===== config.mk =====
export PLATFORM = sky130hd
export DESIGN_NAME = char_lcd_write_sequencer_top
export DESIGN_NICKNAME = d
export VERILOG_FILES = /design/src/rtl/lcdws_pkg.sv /design/src/rtl/lcdws_fifo.sv /design/src/rtl/lcdws_front.sv /design/src/rtl/lcdws_back.sv /design/src/rtl/char_lcd_write_sequencer_top.sv
export SDC_FILE = /design/constraint.sdc
export NUM_CORES = 1
export LEC_CHECK = 0
export ABC_CLOCK_PERIOD_IN_PS = 5200
export BUFFER_PORTS_ARGS = -buffer_cell sky130_fd_sc_hd__buf_2
export CORE_ASPECT_RATIO = 0.7
export CORE_MARGIN = 2
export CORE_UTILIZATION = 35
export DETAILED_ROUTE_END_ITERATION = 12
export PLACE_DENSITY = 0.58
export SETUP_SLACK_MARGIN = 0.02
export SLEW_MARGIN = 5
export SYNTH_ARGS = -nofsm -noshare
export SYNTH_HDL_FRONTEND = slang
export SYNTH_SLANG_ARGS = --single-unit

===== constraint.sdc =====
create_clock -name clk -period 5.2 [get_ports clk]
set_clock_uncertainty 0.15 [all_clocks]
set_input_delay 1.3 -clock clk [delete_from_list [all_inputs] [get_ports clk]]
set_output_delay 1.3 -clock clk [all_outputs]
set_load 0.1 [all_outputs]

===== src/rtl/lcdws_pkg.sv =====
// Package for the character-LCD write sequencer.
// Holds the request, strobe and queue entry types, request kinds, wait codes and LCD constants.
// No dependencies.
`default_nettype none

package lcdws_pkg;

	// Default spacing between ordinary enable strobes, in microseconds
	localparam int ENABLE_PULSE_US_DEFAULT = 5;
	// Default depth of the byte queue between front and back
	localparam int BYTE_QUEUE_DEPTH_DEFAULT = 4;

	// Request kinds
	localparam logic [2:0] KIND_INIT    = 3'd0;
	localparam logic [2:0] KIND_CMD     = 3'd1;
	localparam logic [2:0] KIND_DATA    = 3'd2;
	localparam logic [2:0] KIND_CURSOR  = 3'd3;
	localparam logic [2:0] KIND_DATA_AT = 3'd4;

	// Wait codes carried with each byte to the back end
	typedef logic [1:0] wait_code_t;
	localparam wait_code_t WAIT_PULSE    = 2'd0;
	localparam wait_code_t WAIT_POWER_ON = 2'd1;
	localparam wait_code_t WAIT_SECOND   = 2'd2;
	localparam wait_code_t WAIT_THIRD    = 2'd3;

	localparam logic [14:0] WAIT_POWER_ON_US = 15'd20000;
	localparam logic [14:0] WAIT_SECOND_US   = 15'd5000;
	localparam logic [14:0] WAIT_THIRD_US    = 15'd150;

	// Command bytes
	localparam logic [7:0] CMD_FUNC_8BIT  = 8'h38;
	localparam logic [7:0] CMD_FUNC_4BIT  = 8'h28;
	localparam logic [7:0] CMD_CLEAR      = 8'h01;
	localparam logic [7:0] CMD_HOME       = 8'h02;
	localparam logic [7:0] CMD_ENTRY_MODE = 8'h06;
	localparam logic [7:0] CMD_DISPLAY_ON = 8'h0C;
	localparam logic [7:0] CMD_DDRAM_HOME = 8'h80;

	// Row base addresses
	localparam logic [7:0] ROW1_BASE = 8'h80;
	localparam logic [7:0] ROW2_BASE = 8'hC0;
	localparam logic [7:0] ROW3_BASE = 8'h94;
	localparam logic [7:0] ROW4_BASE = 8'hD4;

	// Last step index of the initialize sequence
	localparam logic [3:0] INIT_LAST_STEP = 4'd8;

	typedef struct packed {
		logic [2:0] kind;
		logic [7:0] byte_value;
		logic [2:0] row;
		logic [5:0] column;
	} req_t;

	typedef struct packed {
		logic        reg_select;
		logic [7:0]  bus_value;
		logic [14:0] wait_before_us;
		logic        last;
	} rsp_t;

	// One byte write queued between front and back
	typedef struct packed {
		logic       rs;
		logic [7:0] value;
		wait_code_t wait_code;
		logic       last;
	} byte_op_t;

endpackage

`default_nettype wire


===== src/rtl/lcdws_fifo.sv =====
// Small register FIFO used as the byte queue between front and back.
// Generic in width and depth; no package dependency.
`default_nettype none

module lcdws_fifo #(
	parameter int WIDTH = 8,
	parameter int DEPTH = 4
) (
	input  wire logic             clk,
	input  wire logic             arst_n,
	input  wire logic             wr_en,
	input  wire logic [WIDTH-1:0] wr_data,
	output logic                  full,
	input  wire logic             rd_en,
	output logic                  valid,
	output logic [WIDTH-1:0]      rd_data
);

	localparam int PTR_W = (DEPTH > 1) ? $clog2(DEPTH) : 1;
	localparam int CNT_W = $clog2(DEPTH + 1);

	logic [WIDTH-1:0] mem_q [DEPTH];
	logic [PTR_W-1:0] wr_ptr_q, rd_ptr_q;
	logic [CNT_W-1:0] count_q;
	logic             do_wr, do_rd;

	assign full    = (count_q == CNT_W'(DEPTH));
	assign valid   = (count_q != '0);
	assign rd_data = mem_q[rd_ptr_q];
	assign do_wr   = wr_en && !full;
	assign do_rd   = rd_en && valid;

	// Store the incoming entry
	always_ff @(posedge clk) begin
		if (do_wr) begin
			mem_q[wr_ptr_q] <= wr_data;
		end
	end

	// Advance pointers and count
	always_ff @(posedge clk or negedge arst_n) begin
		if (!arst_n) begin
			wr_ptr_q <= '0;
			rd_ptr_q <= '0;
			count_q  <= '0;
		end else begin
			if (do_wr) begin
				wr_ptr_q <= (wr_ptr_q == PTR_W'(DEPTH - 1)) ? '0 : wr_ptr_q + 1'b1;
			end
			if (do_rd) begin
				rd_ptr_q <= (rd_ptr_q == PTR_W'(DEPTH - 1)) ? '0 : rd_ptr_q + 1'b1;
			end
			if (do_wr && !do_rd) begin
				count_q <= count_q + 1'b1;
			end else if (do_rd && !do_wr) begin
				count_q <= count_q - 1'b1;
			end
		end
	end

endmodule

`default_nettype wire


===== src/rtl/lcdws_front.sv =====
// Front end: accepts requests and breaks each into byte writes for the byte queue.
// Depends on lcdws_pkg.
`default_nettype none

module lcdws_front import lcdws_pkg::*; (
	input  wire logic clk,
	input  wire logic arst_n,
	input  wire logic push,
	output logic      full,
	input  wire req_t req,
	input  wire logic bus_four_bit,
	input  wire logic q_full,
	output logic      q_push,
	output byte_op_t  q_data
);

	logic       busy_q;
	logic [2:0] kind_q;
	logic [7:0] byte_q;
	logic [7:0] addr_q;
	logic       row_ok_q;
	logic [3:0] step_q;

	logic       row_ok;
	logic [7:0] row_base;
	logic       has_byte;
	logic       fin;
	logic       advance;
	logic       done;
	logic       accept;

	// Byte of the initialize sequence at a given step
	function automatic logic [7:0] init_byte(input logic [3:0] step, input logic four);
		logic [7:0] b;
		unique case (step)
			4'd0, 4'd1, 4'd2: b = CMD_FUNC_8BIT;
			4'd3:             b = CMD_CLEAR;
			4'd4:             b = CMD_HOME;
			4'd5:             b = CMD_ENTRY_MODE;
			4'd6:             b = CMD_DISPLAY_ON;
			4'd7:             b = four ? CMD_FUNC_4BIT : CMD_FUNC_8BIT;
			default:          b = CMD_DDRAM_HOME;
		endcase
		return b;
	endfunction

	// Wait before the first strobe of an initialize step
	function automatic wait_code_t init_wait(input logic [3:0] step);
		wait_code_t w;
		unique case (step)
			4'd0:    w = WAIT_POWER_ON;
			4'd1:    w = WAIT_SECOND;
			4'd2:    w = WAIT_THIRD;
			default: w = WAIT_PULSE;
		endcase
		return w;
	endfunction

	// Classify row and pick its base address
	always_comb begin
		row_ok   = 1'b1;
		row_base = ROW1_BASE;
		unique case (req.row)
			3'd1:    row_base = ROW1_BASE;
			3'd2:    row_base = ROW2_BASE;
			3'd3:    row_base = ROW3_BASE;
			3'd4:    row_base = ROW4_BASE;
			default: row_ok   = 1'b0;
		endcase
	end

	// Decode the byte write for the current step
	always_comb begin
		has_byte         = 1'b1;
		fin              = 1'b1;
		q_data.rs        = 1'b0;
		q_data.value     = byte_q;
		q_data.wait_code = WAIT_PULSE;
		unique case (kind_q)
			KIND_INIT: begin
				q_data.value     = init_byte(step_q, bus_four_bit);
				q_data.wait_code = init_wait(step_q);
				fin              = (step_q == INIT_LAST_STEP);
			end
			KIND_CMD: begin
				q_data.rs = 1'b0;
			end
			KIND_DATA: begin
				q_data.rs = 1'b1;
			end
			KIND_CURSOR: begin
				has_byte     = row_ok_q;
				q_data.value = addr_q;
			end
			KIND_DATA_AT: begin
				if (step_q == 4'd0) begin
					q_data.value = addr_q;
					fin          = 1'b0;
				end else begin
					q_data.rs = 1'b1;
				end
			end
			default: begin
				has_byte = 1'b0;
			end
		endcase
		q_data.last = fin;
	end

	assign advance = busy_q && (!has_byte || !q_full);
	assign done    = advance && fin;
	assign full    = busy_q && !done;
	assign accept  = push && !full;
	assign q_push  = busy_q && has_byte && !q_full;

	// Hold the request payload
	always_ff @(posedge clk) begin
		if (accept) begin
			kind_q   <= req.kind;
			byte_q   <= req.byte_value;
			addr_q   <= row_base + {2'b00, req.column} + 8'hFF;
			row_ok_q <= row_ok;
		end
	end

	// Track busy and step through the request
	always_ff @(posedge clk or negedge arst_n) begin
		if (!arst_n) begin
			busy_q <= 1'b0;
			step_q <= '0;
		end else if (accept) begin
			busy_q <= 1'b1;
			// skip the cursor write when the row is out of range
			step_q <= (req.kind == KIND_DATA_AT && !row_ok) ? 4'd1 : 4'd0;
		end else if (done) begin
			busy_q <= 1'b0;
		end else if (advance) begin
			step_q <= step_q + 4'd1;
		end
	end

endmodule

`default_nettype wire


===== src/rtl/lcdws_back.sv =====
// Back end: expands queued byte writes into strobes, one per byte, or two nibbles per byte in four-bit mode.
// Depends on lcdws_pkg.
`default_nettype none

module lcdws_back import lcdws_pkg::*; #(
	parameter int ENABLE_PULSE_US = ENABLE_PULSE_US_DEFAULT
) (
	input  wire logic     clk,
	input  wire logic     arst_n,
	input  wire logic     bus_four_bit,
	input  wire logic     q_valid,
	input  wire byte_op_t q_data,
	output logic          q_pop,
	output logic          empty,
	input  wire logic     pop,
	output rsp_t          rsp
);

	localparam logic [14:0] PULSE_US = 15'(ENABLE_PULSE_US);

	rsp_t       rsp_q;
	rsp_t       rsp_d;
	logic       out_valid_q;
	logic       half_q;
	logic       can_load;
	logic       load;
	logic [14:0] first_wait;

	// Expand the wait code
	always_comb begin
		unique case (q_data.wait_code)
			WAIT_POWER_ON: first_wait = WAIT_POWER_ON_US;
			WAIT_SECOND:   first_wait = WAIT_SECOND_US;
			WAIT_THIRD:    first_wait = WAIT_THIRD_US;
			default:       first_wait = PULSE_US;
		endcase
	end

	assign can_load = !out_valid_q || pop;
	assign load     = can_load && q_valid;

	// Build the next strobe
	always_comb begin
		rsp_d.reg_select = q_data.rs;
		if (bus_four_bit) begin
			if (!half_q) begin
				rsp_d.bus_value      = {4'h0, q_data.value[7:4]};
				rsp_d.wait_before_us = first_wait;
				rsp_d.last           = 1'b0;
			end else begin
				rsp_d.bus_value      = {4'h0, q_data.value[3:0]};
				rsp_d.wait_before_us = PULSE_US;
				rsp_d.last           = q_data.last;
			end
		end else begin
			rsp_d.bus_value      = q_data.value;
			rsp_d.wait_before_us = first_wait;
			rsp_d.last           = q_data.last;
		end
	end

	assign q_pop = load && (!bus_four_bit || half_q);
	assign empty = !out_valid_q;
	assign rsp   = rsp_q;

	// Hold the strobe until taken
	always_ff @(posedge clk) begin
		if (load) begin
			rsp_q <= rsp_d;
		end
	end

	// Track output beat and nibble phase
	always_ff @(posedge clk or negedge arst_n) begin
		if (!arst_n) begin
			out_valid_q <= 1'b0;
			half_q      <= 1'b0;
		end else begin
			if (load) begin
				out_valid_q <= 1'b1;
				half_q      <= bus_four_bit && !half_q;
			end else if (pop) begin
				out_valid_q <= 1'b0;
			end
		end
	end

endmodule

`default_nettype wire


===== src/rtl/char_lcd_write_sequencer_top.sv =====
// Top level of the character-LCD write sequencer.
// Depends on lcdws_pkg, lcdws_front, lcdws_fifo and lcdws_back.
`default_nettype none

// Turns requests (initialize, command, data, set cursor, data at position)
// into enable-strobed LCD bus writes, one result beat per strobe, each
// carrying the wait before it and a last flag on the final strobe of the
// request. The front end splits a request into byte writes at one byte per
// cycle while the byte queue has room (initialize: nine bytes) into a short
// byte queue; the back end emits one strobe per cycle while the result side
// keeps taking them, one per byte in eight-bit mode and two (high nibble
// first) in four-bit mode. Requests that cause no strobe put nothing into
// the queue. bus_four_bit resets to 1 and is written through the cfg channel,
// which is always ready; write it only while idle.
module char_lcd_write_sequencer_top import lcdws_pkg::*; #(
	parameter int ENABLE_PULSE_US  = ENABLE_PULSE_US_DEFAULT,
	parameter int BYTE_QUEUE_DEPTH = BYTE_QUEUE_DEPTH_DEFAULT
) (
	input  wire logic clk,
	input  wire logic arst_n,
	input  wire logic push,
	output logic      full,
	input  wire req_t req,
	output logic      empty,
	input  wire logic pop,
	output rsp_t      rsp,
	input  wire logic cfg_valid,
	output logic      cfg_ready,
	input  wire logic cfg_data
);

	logic     bus_four_bit_q;
	logic     q_push, q_full, q_pop, q_valid;
	byte_op_t q_wr_data, q_rd_data;

	assign cfg_ready = 1'b1;

	// Hold the bus mode register
	always_ff @(posedge clk or negedge arst_n) begin
		if (!arst_n) begin
			bus_four_bit_q <= 1'b1;
		end else if (cfg_valid && cfg_ready) begin
			bus_four_bit_q <= cfg_data;
		end
	end

	lcdws_front u_front (
		.clk          (clk),
		.arst_n       (arst_n),
		.push         (push),
		.full         (full),
		.req          (req),
		.bus_four_bit (bus_four_bit_q),
		.q_full       (q_full),
		.q_push       (q_push),
		.q_data       (q_wr_data)
	);

	lcdws_fifo #(
		.WIDTH ($bits(byte_op_t)),
		.DEPTH (BYTE_QUEUE_DEPTH)
	) u_queue (
		.clk     (clk),
		.arst_n  (arst_n),
		.wr_en   (q_push),
		.wr_data (q_wr_data),
		.full    (q_full),
		.rd_en   (q_pop),
		.valid   (q_valid),
		.rd_data (q_rd_data)
	);

	lcdws_back #(
		.ENABLE_PULSE_US (ENABLE_PULSE_US)
	) u_back (
		.clk          (clk),
		.arst_n       (arst_n),
		.bus_four_bit (bus_four_bit_q),
		.q_valid      (q_valid),
		.q_data       (q_rd_data),
		.q_pop        (q_pop),
		.empty        (empty),
		.pop          (pop),
		.rsp          (rsp)
	);

endmodule

`default_nettype wire


==> results_dict.tcl <==
set metrics [dict create \
    outcome "finished, final reports clean" \
    setup_tns_ns 0 \
    seq_power_share_pct 37.6 \
    setup_repair_after_global_routing_missed_its_margin "no" \
    fmaxAchievable_ghz 0.257 \
    post_synth_num_cell_types 61 \
    tritoncts.num_buffers 9 \
    diodes 0 \
    register_area_um2 2930 \
    placement_rows 35 \
    routed-via-count 2666 \
    die_width_um 143 \
    drt-wirelength-per-cell_um 14.8 \
    pin_count 54 \
    async_set_or_reset_flop_fraction_in_the_synthesized_netlist_pct 15.0 \
    via_count_of_the_first_global_routing_pass 2563 \
    critical_path.max_fanout 7 \
    cap_viol_max_count 0 \
    maxSlewViolCount 0 \
    final_weighted_congestion_in_routability_driven_placement 0.791 \
    grt-ovfl-total 0 \
    critical_path_arrival_ns 2.44 \
    placeable_core_region_um2 13100 \
    multi_input_comb_area_um2 1550 \
    p_sw_share_pct 43.0 \
    dp_cells 530 \
    layout-drive-gt1-share_pct 25.5 \
    io_buffer_count 50 \
    cts.root.buffer_cell "sky130_fd_sc_hd__clkbuf_16" \
    drc 0 \
    synth_edf_count 85 \
    worst_slew_pin_slew_ns 0.907 \
    fin_crit_ns 3.89 \
    post_cts.repair.setup_buffers 0 \
    ctsResizeCount 0 \
    die_height_um 101 \
    cts_max_path_buffers 2 \
    hp-class "register to register" \
    critPathCaptureType "output port" \
    synth-seq-cells 100 \
    clock_sinks 100 \
    timing_hold_violations_final 0 \
    drt_pass1_iterations 4 \
    clk_latency_ns 0.35 \
    worstSetupPathType "register to output port" \
    setup_viol 0 \
    globalRouteTotalUtil_pct 12.2 \
    detail-route-antenna-nets 0 \
    cts.htree.levels 3 \
    start_util_pct 35.8 \
    grt_max_degree 21 \
    clkTransAtPathRegs_ns 0.07 \
    post-dp-hpwl_mm 5.70 \
    finalNonFillerCells 546 \
    critical_path.slowest_cell "sky130_fd_sc_hd__dfrtp_1" \
    mappedNetlistArea_um2 4710 \
    cp_top_family "buffers and inverters" \
    fillerInstances 1203 \
    timing.max_slew.rel_slack_pct 39.5 \
    timing.final.crit_share_pct 74.8 \
    grt_antenna_before_repair 0 \
    initialDrtViolationCount 167 \
    synth-main-ff-cell "sky130_fd_sc_hd__edfxtp_1" \
    cts_tree "done" \
    crit_required_ns 3.75 \
    yosysWarnings 0 \
    worst-path-buf-inv 3 \
    syn-instance-count 329 \
    yosysSeqAreaShare_pct 62.2 \
    power_density_nw_per_um2 613 \
    worst_hold_slack_ns 0.373 \
    post_synth.cell_area_avg_um2 14.3 \
    cellInternalPower_mw 1.89 \
    finalWirelength_mm 8.11 \
    fin_nets 425 \
    first_pass_grt_wire_length_mm 13.2 \
    cpPeakStageDelay_ns 0.48 \
    net-switching-power_mw 1.42 \
    via_count_normalized_by_instance_count 4.88 \
    syn2layout_area_growth_pct 14.7 \
    worstSetupStartpointType "register" \
    max-vdd-ir-drop_uv 226 \
    post_cts_hold_buffers 0 \
    fp.dieArea_um2 14400 \
    pwr-share-clk_pct 22.0 \
    cp_cell_sequence "inv_1, ha_1, and3b_1, a211oi_4, o21ai_1, inv_1, buf_2" \
    leakagePower_nw 2.11 \
    dominant_cell_type_by_count_on_the_critical_path "sky130_fd_sc_hd__inv_1" \
    pwr-share-comb_pct 40.3 \
]
metal layers:
metal	part of all wire [%]	GRT usage (%)	up-vias	wire length [um]
li1	-	-	1295	-
met5	0	0	-	0
met1	49	16.7	1290	4010
met3	5.2	3.37	9	423
met4	1.2	4.49	0	100
met2	44	18.6	72	3570
per-stage QoR:
stage / power (mW) / cell area, um2 / setup slack (ns) / utilization [%]
2_1_floorplan: 2.40 / 4710 / 1.36 / -
3_3_place_gp: 2.59 / 5070 / 1.69 / 38.6
3_5_place_dp: 2.61 / 5070 / 1.66 / 38.6
4_1_cts: 3.35 / 5400 / 1.31 / 41.1
5_1_grt: 3.49 / 5400 / 1.14 / 41.1
6_report: 3.31 / 5400 / 1.31 / 41.1
power by group through the flow:
| stage | combinational (mW) | clock, mW | sequential [mW] |
|---|---|---|---|
| finish | 1.33 | 0.729 | 1.25 |
| global route | 1.43 | 0.778 | 1.28 |
| CTS | 1.35 | 0.746 | 1.25 |
| detailed placement | 1.34 | 0 | 1.27 |
| global placement | 1.33 | 0 | 1.26 |
| floorplan | 0.738 | 0 | 1.66 |
cell type report:
class	count	share of cell area [%]
inverter	33	2.29
clock buffer	9	4.17
clock inverter	7	1.95
sequential	100	54.2
multi-input combinational	180	28.7
tap	166	3.85
timing repair buffer	51	4.77
cells in the final DEF (no fill, tap or decap), types with 3 or more instances in the layout:
master                      Yosys  final
sky130_fd_sc_hd__nor2b_1        5      5
sky130_fd_sc_hd__inv_1         33     33
sky130_fd_sc_hd__edfxtp_1      85     85
sky130_fd_sc_hd__ha_1          22     22
sky130_fd_sc_hd__a22oi_1        5      5
sky130_fd_sc_hd__nor3_1         8      8
sky130_fd_sc_hd__nor3b_1        4      4
sky130_fd_sc_hd__clkbuf_16      0      9
sky130_fd_sc_hd__xnor2_1        6      6
sky130_fd_sc_hd__buf_2          3     50
sky130_fd_sc_hd__mux4_2        12     12
sky130_fd_sc_hd__o211ai_1       3      3
sky130_fd_sc_hd__conb_1         2      3
sky130_fd_sc_hd__nand2_1       17     17
sky130_fd_sc_hd__o21a_1         5      5
sky130_fd_sc_hd__a21o_1         3      3
sky130_fd_sc_hd__o21ai_0        9      9
sky130_fd_sc_hd__mux2_2         7      7
sky130_fd_sc_hd__a21oi_1        9      8
sky130_fd_sc_hd__dfrtp_1       14     14
sky130_fd_sc_hd__and2_1        10     10
sky130_fd_sc_hd__nor2_1         9      9
kinds of logic (layout without fill, tap and decap cells):
group / count (synthesis) / in the layout / share of synthesized area [%]
xor+xnor: 8 / 8 / 1.49
compound gates: 50 / 50 / 7.84
flops: 100 / 100 / 62.2
fa+ha+maj: 24 / 24 / 6.69
simple gates: 75 / 75 / 8.98
mux: 20 / 20 / 7.62
other cells: 2 / 3 / 0.159
buf+inv: 50 / 100 / 5.02
synth_stat cells (all sizes together) (2+ instances only):
cell type,number,area share [%]
buf,15,2.2
nand2b,2,0.27
edfxtp,85,54
a211oi,3,0.85
fa,2,0.85
ha,22,5.8
xor2,2,0.37
nor3,9,1.1
o211ai,3,0.48
a21oi,9,0.96
and3,2,0.27
a21o,3,0.48
o21a,5,0.80
nor3b,4,0.64
clkbuf,2,0.16
mux2,7,1.7
inv,33,2.6
nor2,10,0.85
dfrtp,14,7.4
and2,11,1.5
or3,2,0.27
o21bai,2,0.56
or2,2,0.32
xnor2,6,1.1
a221o,2,0.43
mux4,12,5.7
conb,2,0.16
a22oi,5,0.80
nand2,17,1.4
or3b,2,0.37
nand4,2,0.27
o21ai,11,1.2
nor2b,5,0.66
flip-flops by register name, indices dropped and copies added, names as in the netlist, 2 cells and up:
name / count
u_front.kind_q: 3
u_queue.count_q: 3
u_front.byte_q: 8
u_back.rsp: 17
u_front.addr_q: 8
u_front.step_q: 4
u_queue.rd_ptr_q: 2
u_queue.wr_ptr_q: 2
u_queue.mem_q: 48
worst paths after layout:
path	depth (start not counted)	startpoint	slack [ns]	end
max	7	u_front.step_q[0]	1.31	full
min	1	u_queue.count_q[2]	0.37	u_queue.count_q[2]
max reg2reg	6	u_front.step_q[0]	2.37	u_front.byte_q[5]
min reg2reg	1	u_queue.count_q[2]	0.37	u_queue.count_q[2]
max in group asynchronous	1	arst_n	3.89	bus_four_bit_q
min in group asynchronous	1	arst_n	0.70	u_back.half_q
No activity file was read; power rests on OpenSTA's default activity.
